File: config.mk
export PLATFORM = sky130hd
export DESIGN_NAME = seven_segment_scan_i2c_sequencer_flat
export DESIGN_NICKNAME = d
export VERILOG_FILES = /design/src/sssi2c_pkg.sv /design/src/sssi2c_req_if.sv /design/src/sssi2c_rsp_if.sv /design/src/sssi2c_csr_if.sv /design/src/seven_segment_scan_i2c_sequencer.sv /design/src/flat_wrapper.sv
export SDC_FILE = /design/constraint.sdc
export NUM_CORES = 1
export LEC_CHECK = 0
export ABC_AREA = 1
export BUFFER_PORTS_ARGS = -buffer_cell sky130_fd_sc_hd__buf_2
export CAP_MARGIN = 20
export CORE_AREA = 2 2 113 115
export CTS_BUF_LIST = sky130_fd_sc_hd__clkbuf_4 sky130_fd_sc_hd__clkbuf_8
export DETAILED_ROUTE_END_ITERATION = 7
export DIE_AREA = 0 0 115 117
export GPL_TIMING_DRIVEN = 0
export PLACE_DENSITY = 0.72
export SLEW_MARGIN = 20
export SYNTH_ARGS = -nofsm -noshare
export SYNTH_HDL_FRONTEND = slang
export SYNTH_SLANG_ARGS = --single-unit
export TNS_END_PERCENT = 20
File: constraint.sdc
create_clock -name clock -period 4.85 [get_ports clock]
set_clock_uncertainty 0.05 [all_clocks]
set_input_delay 0.2425 -clock clock [delete_from_list [all_inputs] [get_ports clock]]
set_output_delay 0.2425 -clock clock [all_outputs]
set_load 0.05 [all_outputs]
File: src/sssi2c_pkg.sv
package sssi2c_pkg;

   localparam logic [7:0] ADDR_RESET     = 8'b01000000;
   localparam logic [7:0] PORT0_CMD      = 8'h02;
   localparam logic [7:0] BLANK_SELECT   = 8'd255;
   localparam logic [7:0] BLANK_SEGMENTS = 8'h00;
   localparam int         STEP_BITS      = 3;

   // reciprocal of ten, exact for values below 43690
   localparam logic [16:0] RECIP_TEN  = 17'd52429;
   localparam int          RECIP_SHIFT = 19;

   typedef enum logic [2:0] {
      SRC_ADDR,
      SRC_CMD,
      SRC_BLANK_SEL,
      SRC_BLANK_SEG,
      SRC_SELECT,
      SRC_DIGIT
   } byte_src_type;

   typedef struct packed {
      byte_src_type src;
      logic         start;
      logic         stop;
      logic         div;
      logic         fin;
   } ctl_word_type;

   function automatic ctl_word_type ucode(input logic [STEP_BITS-1:0] step);
      ctl_word_type w;
      w = '{src: SRC_ADDR, start: 1'b0, stop: 1'b0, div: 1'b0, fin: 1'b0};
      unique case (step)
         3'd0: w = '{src: SRC_ADDR,      start: 1'b1, stop: 1'b0, div: 1'b1, fin: 1'b0};
         3'd1: w = '{src: SRC_CMD,       start: 1'b0, stop: 1'b0, div: 1'b1, fin: 1'b0};
         3'd2: w = '{src: SRC_BLANK_SEL, start: 1'b0, stop: 1'b0, div: 1'b1, fin: 1'b0};
         3'd3: w = '{src: SRC_BLANK_SEG, start: 1'b0, stop: 1'b0, div: 1'b1, fin: 1'b0};
         3'd4: w = '{src: SRC_ADDR,      start: 1'b1, stop: 1'b0, div: 1'b1, fin: 1'b0};
         3'd5: w = '{src: SRC_CMD,       start: 1'b0, stop: 1'b0, div: 1'b1, fin: 1'b0};
         3'd6: w = '{src: SRC_SELECT,    start: 1'b0, stop: 1'b0, div: 1'b1, fin: 1'b0};
         3'd7: w = '{src: SRC_DIGIT,     start: 1'b0, stop: 1'b1, div: 1'b0, fin: 1'b1};
         default: w = '{src: SRC_ADDR, start: 1'b0, stop: 1'b0, div: 1'b0, fin: 1'b0};
      endcase
      return w;
   endfunction

   function automatic logic [7:0] seg_pattern(input logic [3:0] digit);
      logic [7:0] p;
      p = 8'h00;
      case (digit)
         4'd0: p = 8'b00111111;
         4'd1: p = 8'b00000110;
         4'd2: p = 8'b01011011;
         4'd3: p = 8'b01001111;
         4'd4: p = 8'b01100110;
         4'd5: p = 8'b01101101;
         4'd6: p = 8'b01111101;
         4'd7: p = 8'b00000111;
         4'd8: p = 8'b01111111;
         4'd9: p = 8'b01101111;
         default: p = 8'h00;
      endcase
      return p;
   endfunction

endpackage

File: src/sssi2c_req_if.sv
interface sssi2c_req_if;
   logic       valid;
   logic       ready;
   logic       opcode;
   logic [9:0] sample;

   modport source (output valid, output opcode, output sample, input ready);
   modport sink (input valid, input opcode, input sample, output ready);
endinterface

File: src/sssi2c_rsp_if.sv
interface sssi2c_rsp_if;
   logic       valid;
   logic       ready;
   logic [7:0] bus_byte;
   logic       start_before;
   logic       stop_after;
   logic       last;

   modport source (output valid, output bus_byte, output start_before, output stop_after,
                   output last, input ready);
   modport sink (input valid, input bus_byte, input start_before, input stop_after,
                 input last, output ready);
endinterface

File: src/sssi2c_csr_if.sv
interface sssi2c_csr_if;
   logic       valid;
   logic       ready;
   logic [7:0] data;

   modport source (output valid, output data, input ready);
   modport sink (input valid, input data, output ready);
endinterface

File: src/seven_segment_scan_i2c_sequencer.sv
// Scan driver for a four-digit seven-segment display behind a bus expander.
// req_ch carries items: opcode 1 stores a new sample to show (no response),
// opcode 0 is a display tick that yields eight bus bytes on rsp_ch: a
// blanking transaction (address, 0x02, 0xff, 0x00), then after a repeated
// start the address, 0x02, the digit select byte and the segment pattern.
// start_before marks bytes 0 and 4, stop_after and last mark byte 7.
// csr_ch writes the expander address byte; it is always ready.
// Sample and tick items are taken only when no tick run is active. A tick
// starts a run; its first byte is loaded into the output register once
// the run is under way, and the bytes follow at one per cycle, one
// microcode step per byte, while rsp_ch does not stall.
// The decimal digit is found during the first seven steps by a shared
// divide-by-ten unit, one division per step.
// When rsp_ch stalls, the byte stays in the output register and the step
// counter holds. Reset (synchronous) sets the address to 0x40, clears the
// shown value and scan position and drops all valid outputs.
module seven_segment_scan_i2c_sequencer
   import sssi2c_pkg::*;
#(
   parameter int DIGIT_COUNT = 4,
   parameter int SAMPLE_BITS = 10
) (
   input  logic          clock,
   input  logic          reset,
   sssi2c_req_if.sink    req_ch,
   sssi2c_rsp_if.source  rsp_ch,
   sssi2c_csr_if.sink    csr_ch
);

   localparam int PW = SAMPLE_BITS + 20;
   localparam int RW = SAMPLE_BITS + 4;

   logic [7:0]             addr_ff, addr_in;
   logic [SAMPLE_BITS-1:0] shown_ff, shown_in;
   logic [1:0]             scan_ff, scan_in;
   logic                   busy_ff, busy_in;
   logic [STEP_BITS-1:0]   step_ff, step_in;
   logic [SAMPLE_BITS-1:0] work_ff, work_in;
   logic [1:0]             count_ff, count_in;
   logic [3:0]             digit_ff, digit_in;
   logic                   rsp_valid_ff, rsp_valid_in;
   logic [7:0]             byte_ff, byte_in;
   logic                   start_ff, start_in;
   logic                   stop_ff, stop_in;
   logic                   last_ff, last_in;

   ctl_word_type           ctl;
   logic                   adv;
   logic                   req_take;
   logic [SAMPLE_BITS+9:0] sample_ext;
   logic [PW-1:0]          prod;
   logic [SAMPLE_BITS-1:0] quot;
   logic [RW-1:0]          rem_wide;
   logic [7:0]             select_byte;
   logic [2:0]             scan_next;

   assign req_ch.ready = !busy_ff;
   assign csr_ch.ready = 1'b1;
   assign req_take     = req_ch.valid && !busy_ff;
   assign adv          = busy_ff && (!rsp_valid_ff || rsp_ch.ready);
   assign ctl          = ucode(step_ff);

   assign sample_ext = {{SAMPLE_BITS{1'b0}}, req_ch.sample};

   // divide by ten through the reciprocal, remainder by shift, add and subtract
   assign prod     = PW'(work_ff) * PW'(RECIP_TEN);
   assign quot     = SAMPLE_BITS'(prod >> RECIP_SHIFT);
   assign rem_wide = RW'(work_ff) - ((RW'(quot) << 3) + (RW'(quot) << 1));

   assign select_byte = ~(8'd1 << (3'd7 - {1'b0, scan_ff}));
   assign scan_next   = {1'b0, scan_ff} + 3'd1;

   always_comb begin
      addr_in      = addr_ff;
      shown_in     = shown_ff;
      scan_in      = scan_ff;
      busy_in      = busy_ff;
      step_in      = step_ff;
      work_in      = work_ff;
      count_in     = count_ff;
      digit_in     = digit_ff;
      rsp_valid_in = rsp_valid_ff && !rsp_ch.ready;
      byte_in      = byte_ff;
      start_in     = start_ff;
      stop_in      = stop_ff;
      last_in      = last_ff;

      if (csr_ch.valid) begin
         addr_in = csr_ch.data;
      end

      if (req_take) begin
         if (req_ch.opcode) begin
            shown_in = sample_ext[SAMPLE_BITS-1:0];
         end else begin
            busy_in  = 1'b1;
            step_in  = '0;
            work_in  = shown_ff;
            count_in = scan_ff;
         end
      end

      if (adv) begin
         rsp_valid_in = 1'b1;
         start_in     = ctl.start;
         stop_in      = ctl.stop;
         last_in      = ctl.fin;
         case (ctl.src)
            SRC_ADDR:      byte_in = addr_ff;
            SRC_CMD:       byte_in = PORT0_CMD;
            SRC_BLANK_SEL: byte_in = BLANK_SELECT;
            SRC_BLANK_SEG: byte_in = BLANK_SEGMENTS;
            SRC_SELECT:    byte_in = select_byte;
            SRC_DIGIT:     byte_in = seg_pattern(digit_ff);
            default:       byte_in = 8'h00;
         endcase
         if (ctl.div) begin
            digit_in = rem_wide[3:0];
            if (count_ff != 2'd0) begin
               work_in  = quot;
               count_in = count_ff - 2'd1;
            end
         end
         if (ctl.fin) begin
            busy_in = 1'b0;
            scan_in = (32'(scan_next) >= DIGIT_COUNT) ? 2'd0 : scan_next[1:0];
         end else begin
            step_in = step_ff + STEP_BITS'(1);
         end
      end
   end

   always_ff @(posedge clock) begin
      if (reset) begin
         addr_ff      <= ADDR_RESET;
         shown_ff     <= '0;
         scan_ff      <= 2'd0;
         busy_ff      <= 1'b0;
         step_ff      <= '0;
         rsp_valid_ff <= 1'b0;
      end else begin
         addr_ff      <= addr_in;
         shown_ff     <= shown_in;
         scan_ff      <= scan_in;
         busy_ff      <= busy_in;
         step_ff      <= step_in;
         rsp_valid_ff <= rsp_valid_in;
      end
   end

   always_ff @(posedge clock) begin
      work_ff  <= work_in;
      count_ff <= count_in;
      digit_ff <= digit_in;
      byte_ff  <= byte_in;
      start_ff <= start_in;
      stop_ff  <= stop_in;
      last_ff  <= last_in;
   end

   assign rsp_ch.valid        = rsp_valid_ff;
   assign rsp_ch.bus_byte     = byte_ff;
   assign rsp_ch.start_before = start_ff;
   assign rsp_ch.stop_after   = stop_ff;
   assign rsp_ch.last         = last_ff;

endmodule
File: src/flat_wrapper.sv
// flat-port wrapper written by rule: the top's interface ports become plain ports
module seven_segment_scan_i2c_sequencer_flat import sssi2c_pkg::*;
#(
   parameter int DIGIT_COUNT = 4,
   parameter int SAMPLE_BITS = 10
)
  (clock, reset, req_ch_valid, req_ch_opcode, req_ch_sample, req_ch_ready, rsp_ch_valid, rsp_ch_bus_byte, rsp_ch_start_before, rsp_ch_stop_after, rsp_ch_last, rsp_ch_ready, csr_ch_valid, csr_ch_data, csr_ch_ready);
  sssi2c_req_if req_ch_i ();
  sssi2c_rsp_if rsp_ch_i ();
  sssi2c_csr_if csr_ch_i ();
  input  logic clock;
  input  logic reset;
  input wire logic [$bits(req_ch_i.valid)-1:0] req_ch_valid;
  input wire logic [$bits(req_ch_i.opcode)-1:0] req_ch_opcode;
  input wire logic [$bits(req_ch_i.sample)-1:0] req_ch_sample;
  output wire logic [$bits(req_ch_i.ready)-1:0] req_ch_ready;
  output wire logic [$bits(rsp_ch_i.valid)-1:0] rsp_ch_valid;
  output wire logic [$bits(rsp_ch_i.bus_byte)-1:0] rsp_ch_bus_byte;
  output wire logic [$bits(rsp_ch_i.start_before)-1:0] rsp_ch_start_before;
  output wire logic [$bits(rsp_ch_i.stop_after)-1:0] rsp_ch_stop_after;
  output wire logic [$bits(rsp_ch_i.last)-1:0] rsp_ch_last;
  input wire logic [$bits(rsp_ch_i.ready)-1:0] rsp_ch_ready;
  input wire logic [$bits(csr_ch_i.valid)-1:0] csr_ch_valid;
  input wire logic [$bits(csr_ch_i.data)-1:0] csr_ch_data;
  output wire logic [$bits(csr_ch_i.ready)-1:0] csr_ch_ready;
  assign req_ch_i.valid = req_ch_valid;
  assign req_ch_i.opcode = req_ch_opcode;
  assign req_ch_i.sample = req_ch_sample;
  assign req_ch_ready = req_ch_i.ready;
  assign rsp_ch_valid = rsp_ch_i.valid;
  assign rsp_ch_bus_byte = rsp_ch_i.bus_byte;
  assign rsp_ch_start_before = rsp_ch_i.start_before;
  assign rsp_ch_stop_after = rsp_ch_i.stop_after;
  assign rsp_ch_last = rsp_ch_i.last;
  assign rsp_ch_i.ready = rsp_ch_ready;
  assign csr_ch_i.valid = csr_ch_valid;
  assign csr_ch_i.data = csr_ch_data;
  assign csr_ch_ready = csr_ch_i.ready;
  seven_segment_scan_i2c_sequencer #(.DIGIT_COUNT(DIGIT_COUNT), .SAMPLE_BITS(SAMPLE_BITS)) u_core (.clock(clock), .reset(reset), .req_ch(req_ch_i), .rsp_ch(rsp_ch_i), .csr_ch(csr_ch_i));
endmodule
==> results of run 1 <==
==> worst max-delay path: stages (launching register included) <==
cell and delay, ps:
dfxtp_4 350, inv_2 60, ha_1 290, inv_1 70
fa_1 560, inv_1 70, fa_2 510, inv_1 50
fa_2 380, inv_1 80, fa_1 400, inv_1 70
ha_1 260, nand2_2 90, o21a_1 120, nor2_1 40
nor2_1 180, nand3_2 130, or2_4 260, nand2_4 60
inv_2 40, ha_4 260, xor2_1 140, inv_1 80
buf_4 130, buf_4 120, buf_4 120, buf_4 120
==> cell usage in the layout, fill, tap and decap left out, drive strengths merged, types with 14 or more instances in the layout <==
cell type,netlist,final
fa,30,30
nand3,26,26
o21ai,50,50
dfxtp,50,50
nor2,43,43
nand2,112,112
inv,139,139
edfxtp,14,14
clkbuf,8,19
buf,3,51
a21oi,30,30
ha,82,82
==> worst paths after layout <==
| kind | start | to | slack [ps] | depth (start not counted) |
|---|---|---|---|---|
| worst min register to register | u_core.ctl[3] | u_core.rsp_ch.start_before | 360 | 0 |
| worst max register to register | u_core.work_ff[2] | u_core.digit_ff[2] | -460 | 27 |
| worst min-delay path | csr_ch_data[6] | u_core.addr_ff[6] | 60 | 3 |
| worst max-delay path | u_core.work_ff[2] | u_core.digit_ff[2] | -460 | 27 |
==> repair_timing <==
action / CTS / global route
pin swaps: 13 / 9
endpoints found under the setup margin: 9 / 10
setup buffers: 9 / 3
gates resized for setup: 16 / 18
==> metrics by stage <==
| step | instance area [um^2] | std cells | total power [W] | utilization (%) | hold slack (ps) |
|---|---|---|---|---|---|
| after CTS | 5990 | 842 | 0.00385 | 48.6 | 59.0 |
| after floorplan | 5230 | 633 | 0.00254 | - | 262 |
| after global placement | 5600 | 819 | 0.00297 | 45.5 | 341 |
| final | 6090 | 845 | 0.00400 | 49.5 | 61.1 |
| after global routing | 6090 | 845 | 0.00442 | 49.5 | 78.2 |
| after detailed placement | 5600 | 819 | 0.00301 | 45.5 | 343 |
==> layer usage <==
metal  vias up  GRT usage [%]  part of all wire [%]
met3        10           2.78                   1.7
met1      1855           21.6                    49
met4         0           3.69                   1.2
met5         -              0                     0
li1       2126              -                     -
met2        34           27.3                    48
==> power by group through the flow <==
stage / clock network (W) / registers, W / logic, W
floorplan: 0 / 0.000755 / 0.00178
global placement: 0 / 0.000760 / 0.00221
detailed placement: 0 / 0.000764 / 0.00224
CTS: 0.000564 / 0.000754 / 0.00253
global route: 0.000588 / 0.000762 / 0.00307
finish: 0.000559 / 0.000749 / 0.00269
==> final cells by class <==
type                    instances  area (um^2)
clock inverters                 3         90.1
well taps                     150          188
flip-flops and latches         64         1440
plain buffers                  11         56.3
inverters                     140          526
repair buffers                 48          270
clock buffers                  11          151
fillers                      1138         6220
multi-input cells             418         3370
==> cells by family after synthesis <==
| family | Yosys count |
|---|---|
| compound gates | 99 |
| xor+xnor | 7 |
| fa+ha+maj | 112 |
| buf+inv | 151 |
| flops | 64 |
| other cells | 1 |
| simple gates | 199 |
==> results.py, run 1 <==
metrics = {
    "routing": {
        "route.detailed.drc": 0,
        "vias": 4025,
        "first_pass_iters": 4,
        "drt_iter0_markers": 333,
        "wire_per_inst_um": 12.5,
        "wirelength_mm": 10.6,
        "routed_via_density": 4.76,
        "antenna_left": 0,
    },
    "yosys": {
        "synth_edf_count": 14,
        "synthXorXnorAreaFrac_pct": 1.19,
        "seq_area_frac_synth_pct": 27.5,
        "ys_ff_latch": 64,
        "synth_area_leader_cell": "ha_1",
        "ys_warn_count": 0,
        "synthCells": 633,
        "synth_mux_area_share_pct": 0,
        "synth_cell_type_count": 43,
        "ys_top_cells_by_area": "ha_1, dfxtp_1, fa_1, inv_1, edfxtp_1",
        "avgSynthCellArea_um2": 8.16,
        "ys_top_cells_by_count": "inv_1, nand2_1, ha_1",
        "yosys.area_share.simple_pct": 17.7,
        "synth.top_cell.area_share_pct": 19.9,
        "synthAdderAreaFrac_pct": 31.5,
        "ys.flop_type": "dfxtp_1",
        "synth_top_family_by_area": "adder cells",
        "synth.most_common_cell": "inv_1",
        "synthesis.area_um2": 5170,
        "synth_compound_area_share_pct": 10.8,
        "syn_nets": 769,
        "synth-async-reset-ratio_pct": 0,
    },
    "clocking": {
        "path_clk_slew_ps": 70,
        "clkSinkCount": 64,
        "worstSkewPairLatency_ps": 340,
        "cts_max_level": 3,
        "cts_tree": "built",
        "clock_path_buffers": 2,
        "ctsHoldBuffers": 0,
        "clockRootBuffer": "clkbuf_8",
        "cts-buffers-inserted": 9,
    },
    "timing": {
        "finalMaxSlewViolations": 0,
        "fin_setup_tns_ps": -3380,
        "rsz0062_at_grt": "true",
        "period_share_pct": 109,
        "slew_headroom_pct": 51.0,
        "setup_viol": 9,
        "tightestPinTransition_ps": 730,
        "hold_viol": 0,
        "period_needed_ps": 5310,
        "clock.fmax_mhz": 188,
        "fin_ws_ps": -458,
    },
    "layout": {
        "area_delta_synth_final_pct": 17.9,
        "nets": 828,
        "drive_gt1_share_pct": 19.7,
        "diodes": 0,
    },
    "worst_setup_path": {
        "required_ps": 4900,
        "path_max_fanout": 3,
        "critPathLaunchType": "register",
        "endpoint_kind": "register",
        "path_class": "reg2reg",
        "crit_arrival_ps": 5360,
    },
    "pwr": {
        "power_density_nw_per_um2": 656,
        "p_switching_w": 0.00179,
        "pwr-share-clk_pct": 14.0,
        "power.leakage_nw": 3.16,
        "combPwrFrac_pct": 67.3,
        "irDropWorstVdd_mv": 0.239,
        "p_int_w": 0.00221,
        "swShare_pct": 44.8,
        "pwr-share-seq_pct": 18.7,
    },
    "worst_hold_path": {
        "hold_class": "in2reg",
    },
    "global_routing": {
        "grt_usage_pct": 16.1,
        "antenna_found_initial": 0,
        "grt_first_pass_wirelength_mm": 17.2,
        "grt_max_degree": 14,
        "grt_overflow_total": 0,
        "grt_pass1_vias": 3794,
    },
    "placement": {
        "dp_hpwl_mm": 8.43,
        "post-place-ws_ps": -604,
        "gp_congestion": 0.828,
        "io_buffers": 36,
    },
    "die": {
        "rows": 41,
        "core_area_um2": 12300,
        "start_util_pct": 42.0,
        "dieArea_um2": 13500,
        "die_y_um": 117,
        "io_pins": 38,
        "die_w_um": 115,
    },
    "status": {
        "violations": "setup timing",
        "outcome": "complete, but fails checks",
    },
    "job": {
        "max_cap_viol_count": 0,
    },
}
No activity file was read; power rests on OpenSTA's default activity.
==> run 2: changes to the inputs <==
--- a/config.mk
+++ b/config.mk
@@ -5,13 +5,12 @@
 export SDC_FILE = /design/constraint.sdc
 export NUM_CORES = 1
 export LEC_CHECK = 0
-export ABC_AREA = 1
 export BUFFER_PORTS_ARGS = -buffer_cell sky130_fd_sc_hd__buf_2
 export CAP_MARGIN = 20
-export CORE_AREA = 2 2 113 115
+export CORE_AREA = 2 2 109 111
 export CTS_BUF_LIST = sky130_fd_sc_hd__clkbuf_4 sky130_fd_sc_hd__clkbuf_8
 export DETAILED_ROUTE_END_ITERATION = 7
-export DIE_AREA = 0 0 115 117
+export DIE_AREA = 0 0 111 113
 export GPL_TIMING_DRIVEN = 0
 export PLACE_DENSITY = 0.72
 export SLEW_MARGIN = 20
==> run 2 against run 1 <==
Compared with the run above:
- the flow still finishes with violations (setup timing)
- count of clock-buffer cells in the layout down 1
- register-to-register slack worse by 450 ps
- routed wire length down 1.8%
- setup slack got worse by 450 ps
- combinational power fell by 71%
- global-route usage is 1.2 points higher
- core utilization rose by 0.89 points
- critical path depth down 4
- flip-flop and latch count is the same
- die area is 6.8% lower
- sequential share of layout area up 1.6 points
- final cell count shrank 16%
- largest power group unchanged
==> results.py, run 2 <==
metrics = {
    "clocking": {
        "clockRootBuffer": "clkbuf_8",
        "path_clk_slew_ps": 70,
        "clock_path_buffers": 2,
        "worstSkewPairLatency_ps": 340,
        "cts-buffers-inserted": 9,
        "ctsHoldBuffers": 0,
        "clkSinkCount": 64,
        "cts_tree": "built",
        "cts_max_level": 3,
    },
    "placement": {
        "dp_hpwl_mm": 8.13,
        "io_buffers": 34,
        "post-place-ws_ps": -1180,
        "gp_congestion": 0.880,
        "placed_cells": 684,
    },
    "pwr": {
        "power_density_nw_per_um2": 325,
        "pwr-share-clk_pct": 22.5,
        "swShare_pct": 37.1,
        "p_total_w": 0.00185,
        "combPwrFrac_pct": 42.6,
        "p_int_w": 0.00116,
        "irDropWorstVdd_mv": 0.159,
        "pwr-share-seq_pct": 34.8,
        "p_switching_w": 0.000684,
        "power.leakage_nw": 2.82,
    },
    "global_routing": {
        "use_met3_pct": 2.57,
        "grt_usage_pct": 17.3,
        "grt_first_pass_wirelength_mm": 17.8,
        "grt_pass1_vias": 3903,
        "met1_usage_pct": 22.9,
        "grt.busiest_layer": "met2",
        "use_met2_pct": 29.7,
        "antenna_found_initial": 0,
        "grt_overflow_total": 0,
        "grt_max_degree": 17,
    },
    "routing": {
        "drt_iter0_markers": 193,
        "wire_per_inst_um": 14.6,
        "wirelength_mm": 10.4,
        "antenna_left": 0,
        "routed_via_density": 5.22,
        "route.detailed.drc": 0,
        "first_pass_iters": 4,
        "vias": 3719,
    },
    "yosys": {
        "ys_top_cells_by_area": "ha_1, dfxtp_1, fa_1, edfxtp_1, inv_1",
        "syn_nets": 643,
        "avgSynthCellArea_um2": 9.53,
        "seq_area_frac_synth_pct": 29.4,
        "synth.top_cell.area_share_pct": 21.2,
        "synth_cell_type_count": 52,
        "synthesis.area_um2": 4830,
        "ys_warn_count": 0,
        "ys_ff_latch": 64,
        "synth_edf_count": 14,
        "synth.most_common_cell": "ha_1",
        "synth_area_leader_cell": "ha_1",
        "synth-async-reset-ratio_pct": 0,
        "ys.flop_type": "dfxtp_1",
        "ys_top_cells_by_count": "ha_1, inv_1, dfxtp_1",
        "synthCells": 507,
    },
    "timing": {
        "period_needed_ps": 5760,
        "period_share_pct": 119,
        "rsz0062_at_grt": "true",
        "tightestPinTransition_ps": 849,
        "slew_headroom_pct": 43.4,
        "finalMaxSlewViolations": 0,
        "setup_viol": 12,
        "fin_ws_ps": -910,
        "hold_viol": 0,
        "clock.fmax_mhz": 174,
    },
    "die": {
        "rows": 39,
        "core_area_um2": 11300,
        "start_util_pct": 42.9,
        "die_y_um": 113,
        "die_w_um": 111,
        "io_pins": 38,
        "dieArea_um2": 12500,
    },
    "layout": {
        "drive_gt1_share_pct": 19.6,
        "area_delta_synth_final_pct": 17.6,
        "final_common_cell": "ha_1",
        "layout.cells.most_common_list": "ha_1, inv_1, dfxtp_1, nor2_1, nand2_1",
        "final_util_pct": 50.4,
        "layout.cells.non_filler": 713,
        "diodes": 0,
        "nets": 701,
        "multiInputGateArea_um2": 3260,
        "nFillCells": 991,
        "seq_area_um2": 1430,
    },
    "worst_setup_path": {
        "crit_arrival_ps": 5980,
        "endpoint_kind": "register",
        "path_class": "reg2reg",
        "critPathLaunchType": "register",
        "required_ps": 5070,
        "path_max_fanout": 5,
    },
    "job": {
        "max_cap_viol_count": 0,
    },
    "status": {
        "outcome": "complete, but fails checks",
        "violations": "setup timing",
    },
    "worst_hold_path": {
        "hold_class": "in2reg",
    },
}
-- run 2: cells by family after synthesis --
group / count (synthesis) / synth area share [%]
AO/OA/AOI/OAI: 78 / 10.9
XOR/XNOR: 9 / 1.94
adder cells (fa/ha/maj): 112 / 33.7
buffers and inverters: 92 / 7.30
flip-flops: 64 / 29.4
multiplexers: 20 / 4.22
other: 1 / 0.0776
AND/OR/NAND/NOR: 131 / 12.5
-- run 2: final cells by class --
cell class	count	area share, %
timing repair buffer	47	4.71
multi-input combinational	351	57.5
inverter	77	5.09
buffer	15	1.12
tap	143	3.15
sequential	64	25.2
clock inverter	6	0.771
clock buffer	10	2.42
-- run 2: metrics by stage --
| stage | instance area [um^2] | hold slack [ps] | setup TNS [ps] |
|---|---|---|---|
| finish | 5680 | 69.9 | -7200 |
| CTS | 5630 | 58.6 | -6220 |
| detailed placement | 5270 | 346 | -9770 |
| global route | 5680 | 64.5 | -10320 |
| global placement | 5270 | 339 | -8380 |
| floorplan | 4920 | 315 | -4930 |
-- run 2: final timing paths --
check / start / cells past startpoint / slack [ps] / endpoint
worst max-delay path: u_core.work_ff[8] / 23 / -910 / register
worst min-delay path: csr_ch_data[6] / 2 / 70 / u_core.addr_ff[6]
worst max register to register: u_core.work_ff[8] / 23 / -910 / register
worst min register to register: u_core.ctl[3] / 0 / 360 / u_core.rsp_ch.start_before
-- run 2: power by group through the flow --
| stage | Clock (W) | Sequential, W | Combinational, W |
|---|---|---|---|
| floorplan | 0 | 0.000662 | 0.000524 |
| global placement | 0 | 0.000654 | 0.000666 |
| detailed placement | 0 | 0.000655 | 0.000693 |
| CTS | 0.000421 | 0.000642 | 0.000754 |
| global route | 0.000447 | 0.000650 | 0.000881 |
| finish | 0.000416 | 0.000643 | 0.000787 |
-- run 2: metal layers --
layer  share of wire (%)  up-vias  wire length, um
li1                    -     1834                -
met3                 4.5       10              470
met5                   0        -                0
met2                  49       80             5070
met4                0.97        0              101
met1                  46     1795             4750
-- run 2: critical path, stage by stage (launching register included) --
cell and delay, ps:
dfxtp_4 380, inv_2 50, ha_4 250, inv_2 40, fa_2 560, inv_2 60, fa_1 480, inv_1 50
fa_1 490, inv_1 60, fa_2 520, inv_2 40, ha_4 260, o211ai_1 100, a211oi_2 240, o311a_1 290
nor3_4 60, xnor2_2 140, ha_2 200, xnor2_1 180, xnor3_2 320, mux2i_4 230, or4_4 550, o21ai_1 100
-- run 2: timing repair --
action | in CTS | in global routing
setup endpoints to repair | 13 | 15
gates resized for setup | 22 | 6
pin swaps | 11 | 3
setup buffers | 11 | 2
==> run 3: changes to the inputs <==
--- a/config.mk
+++ b/config.mk
@@ -9,9 +9,11 @@
 export CAP_MARGIN = 20
 export CORE_AREA = 2 2 109 111
 export CTS_BUF_LIST = sky130_fd_sc_hd__clkbuf_4 sky130_fd_sc_hd__clkbuf_8
+export CTS_CLUSTER_SIZE = 30
 export DETAILED_ROUTE_END_ITERATION = 7
 export DIE_AREA = 0 0 111 113
 export GPL_TIMING_DRIVEN = 0
+export HOLD_SLACK_MARGIN = 0.1
 export PLACE_DENSITY = 0.72
 export SLEW_MARGIN = 20
 export SYNTH_ARGS = -nofsm -noshare
==> run 3 against run 2 <==
Compared with the run above:
- the run still ends with setup timing left
- global-route usage rose by 0.45 points
- count of clock-buffer cells in the layout unchanged
- final cell count increased by 1.7%
- total power rose by 0.32%
- setup slack hardly changed
- sequential power hardly changed
- core utilization is 1.1 points higher
- highest routed layer unchanged
==> results.py, run 3 (same netlist as run 2, synthesis figures left out) <==
metrics = {
    "status": {
        "outcome": "complete, but fails checks",
        "violations": "setup timing",
    },
    "global_routing": {
        "grt_overflow_total": 0,
        "grt_max_degree": 17,
        "grt_usage_pct": 17.8,
        "antenna_found_initial": 0,
        "grt_first_pass_wirelength_mm": 18.2,
        "grt_pass1_vias": 3982,
    },
    "clocking": {
        "cts_max_level": 3,
        "clkSinkCount": 64,
        "clock_path_buffers": 2,
        "path_clk_slew_ps": 70,
        "cts-buffers-inserted": 9,
        "cts_tree": "built",
        "worstSkewPairLatency_ps": 340,
        "clockRootBuffer": "clkbuf_8",
    },
    "timing": {
        "clock.fmax_mhz": 174,
        "hold_viol": 0,
        "period_share_pct": 119,
        "setup_viol": 12,
        "period_needed_ps": 5760,
        "tightestPinTransition_ps": 842,
        "finalMaxSlewViolations": 0,
        "slew_headroom_pct": 43.9,
        "rsz0062_at_grt": "true",
        "fin_ws_ps": -910,
    },
    "placement": {
        "post-place-ws_ps": -1180,
        "postPlaceCellArea_um2": 5270,
        "dp_hpwl_mm": 8.13,
        "gp_congestion": 0.880,
        "io_buffers": 34,
    },
    "die": {
        "die_w_um": 111,
        "start_util_pct": 42.9,
        "die_y_um": 113,
        "rows": 39,
        "io_pins": 38,
        "core_area_um2": 11300,
        "dieArea_um2": 12500,
    },
    "worst_setup_path": {
        "endpoint_kind": "register",
        "cp_cell_sequence": "inv_2, ha_4, inv_2, fa_2, inv_2, fa_1, inv_1, fa_1, inv_1, fa_2, inv_2, ha_4, o211ai_1, a211oi_2, o311a_1, nor3_4, xnor2_2, ha_2, xnor2_1, xnor3_2, mux2i_4, or4_4, o21ai_1",
        "path_max_fanout": 5,
        "critPathLaunchType": "register",
        "ff2ff_path_depth": 23,
        "path_class": "reg2reg",
        "cpLargestDelayFamily": "adder cells",
        "cp_slowest_stage_delay_ps": 560,
        "cp_num_buf_inv": 6,
        "path_depth": 23,
        "crit_arrival_ps": 5980,
        "required_ps": 5070,
        "path_common_cell": "inv_2",
        "critPathSlowestCell": "fa_2",
        "r2r_slack_ps": -910,
    },
    "worst_hold_path": {
        "hold_depth": 3,
        "hold_class": "in2reg",
    },
    "pwr": {
        "p_int_w": 0.00117,
        "pwr-share-seq_pct": 34.8,
        "pwr-share-clk_pct": 22.3,
        "power.leakage_nw": 2.87,
        "p_switching_w": 0.000683,
        "swShare_pct": 36.9,
        "combPwrFrac_pct": 43.0,
        "power_density_nw_per_um2": 319,
        "irDropWorstVdd_mv": 0.161,
    },
    "layout": {
        "nets": 713,
        "nFillCells": 976,
        "drive_gt1_share_pct": 19.2,
        "final_common_cell": "ha_1",
        "finalInstanceArea_um2": 5800,
        "area_delta_synth_final_pct": 20.0,
        "diodes": 0,
        "layout.cells.most_common_list": "ha_1, inv_1, dfxtp_1, nor2_1, nand2_1",
    },
    "job": {
        "max_cap_viol_count": 0,
    },
    "routing": {
        "vias": 3772,
        "wire_per_inst_um": 14.7,
        "routed_via_density": 5.20,
        "route.detailed.drc": 0,
        "drt_iter0_markers": 206,
        "first_pass_iters": 4,
        "antenna_left": 0,
        "wirelength_mm": 10.6,
    },
}
## run 3: cell count changes in the layout (fill, tap and decap cells not counted), sizes merged
cell	before	now
dlygate4sd3	0	12
## run 3: through the flow
step	cells	util [%]	hold WS, ps	power, W	setup TNS (ps)
2_1_floorplan	507	-	315	0.00119	-4930
3_5_place_dp	684	46.8	346	0.00135	-9770
4_1_cts	723	51.0	101	0.00182	-6220
5_1_grt	725	51.4	125	0.00198	-10330
6_report	725	51.4	108	0.00185	-7200
3_3_place_gp	684	46.8	339	0.00132	-8380
## run 3: cell type report
type,instances,area [um^2],area share (%)
Multi-Input combinational cell,351,3260,56.3
Sequential cell,64,1430,24.7
Timing Repair Buffer,59,388,6.69
Inverter,77,289,4.98
Tap cell,143,179,3.09
Clock buffer,10,138,2.37
Buffer,15,63.8,1.10
Clock inverter,6,43.8,0.755
## run 3: layer usage
layer,GRT usage (%),share of wire [%],vias to the layer above
met2,31.1,50,86
met1,23.0,45,1824
met3,2.73,4.3,6
li1,-,-,1856
met5,0,0,-
met4,4.83,0.64,0
## run 3: power groups by stage
| stage | logic, W | registers, W | clock network [W] |
|---|---|---|---|
| finish | 0.000795 | 0.000643 | 0.000412 |
| global route | 0.000890 | 0.000650 | 0.000444 |
| CTS | 0.000762 | 0.000642 | 0.000421 |
| detailed placement | 0.000693 | 0.000655 | 0 |
| global placement | 0.000666 | 0.000654 | 0 |
| floorplan | 0.000524 | 0.000662 | 0 |
## run 3: final timing paths
path / endpoint / startpoint
worst max-delay path: register / u_core.work_ff[8]
worst min-delay path: u_core.addr_ff[7] / csr_ch_data[7]
worst max register to register: register / u_core.work_ff[8]
worst min register to register: u_core.rsp_ch.start_before / u_core.ctl[3]
## run 3: worst min-delay path, cell delays in order
cell	delay, ps
buf_2	80
mux2i_1	60
nor2_1	80
## run 3: repair_timing
item                                   in CTS  in global routing
endpoints found under the hold margin      12                  0
gates resized for setup                    22                  6
setup buffers                              11                  2
pin swaps                                  11                  3
setup endpoints to repair                  13                 15
hold buffers                               12                  0
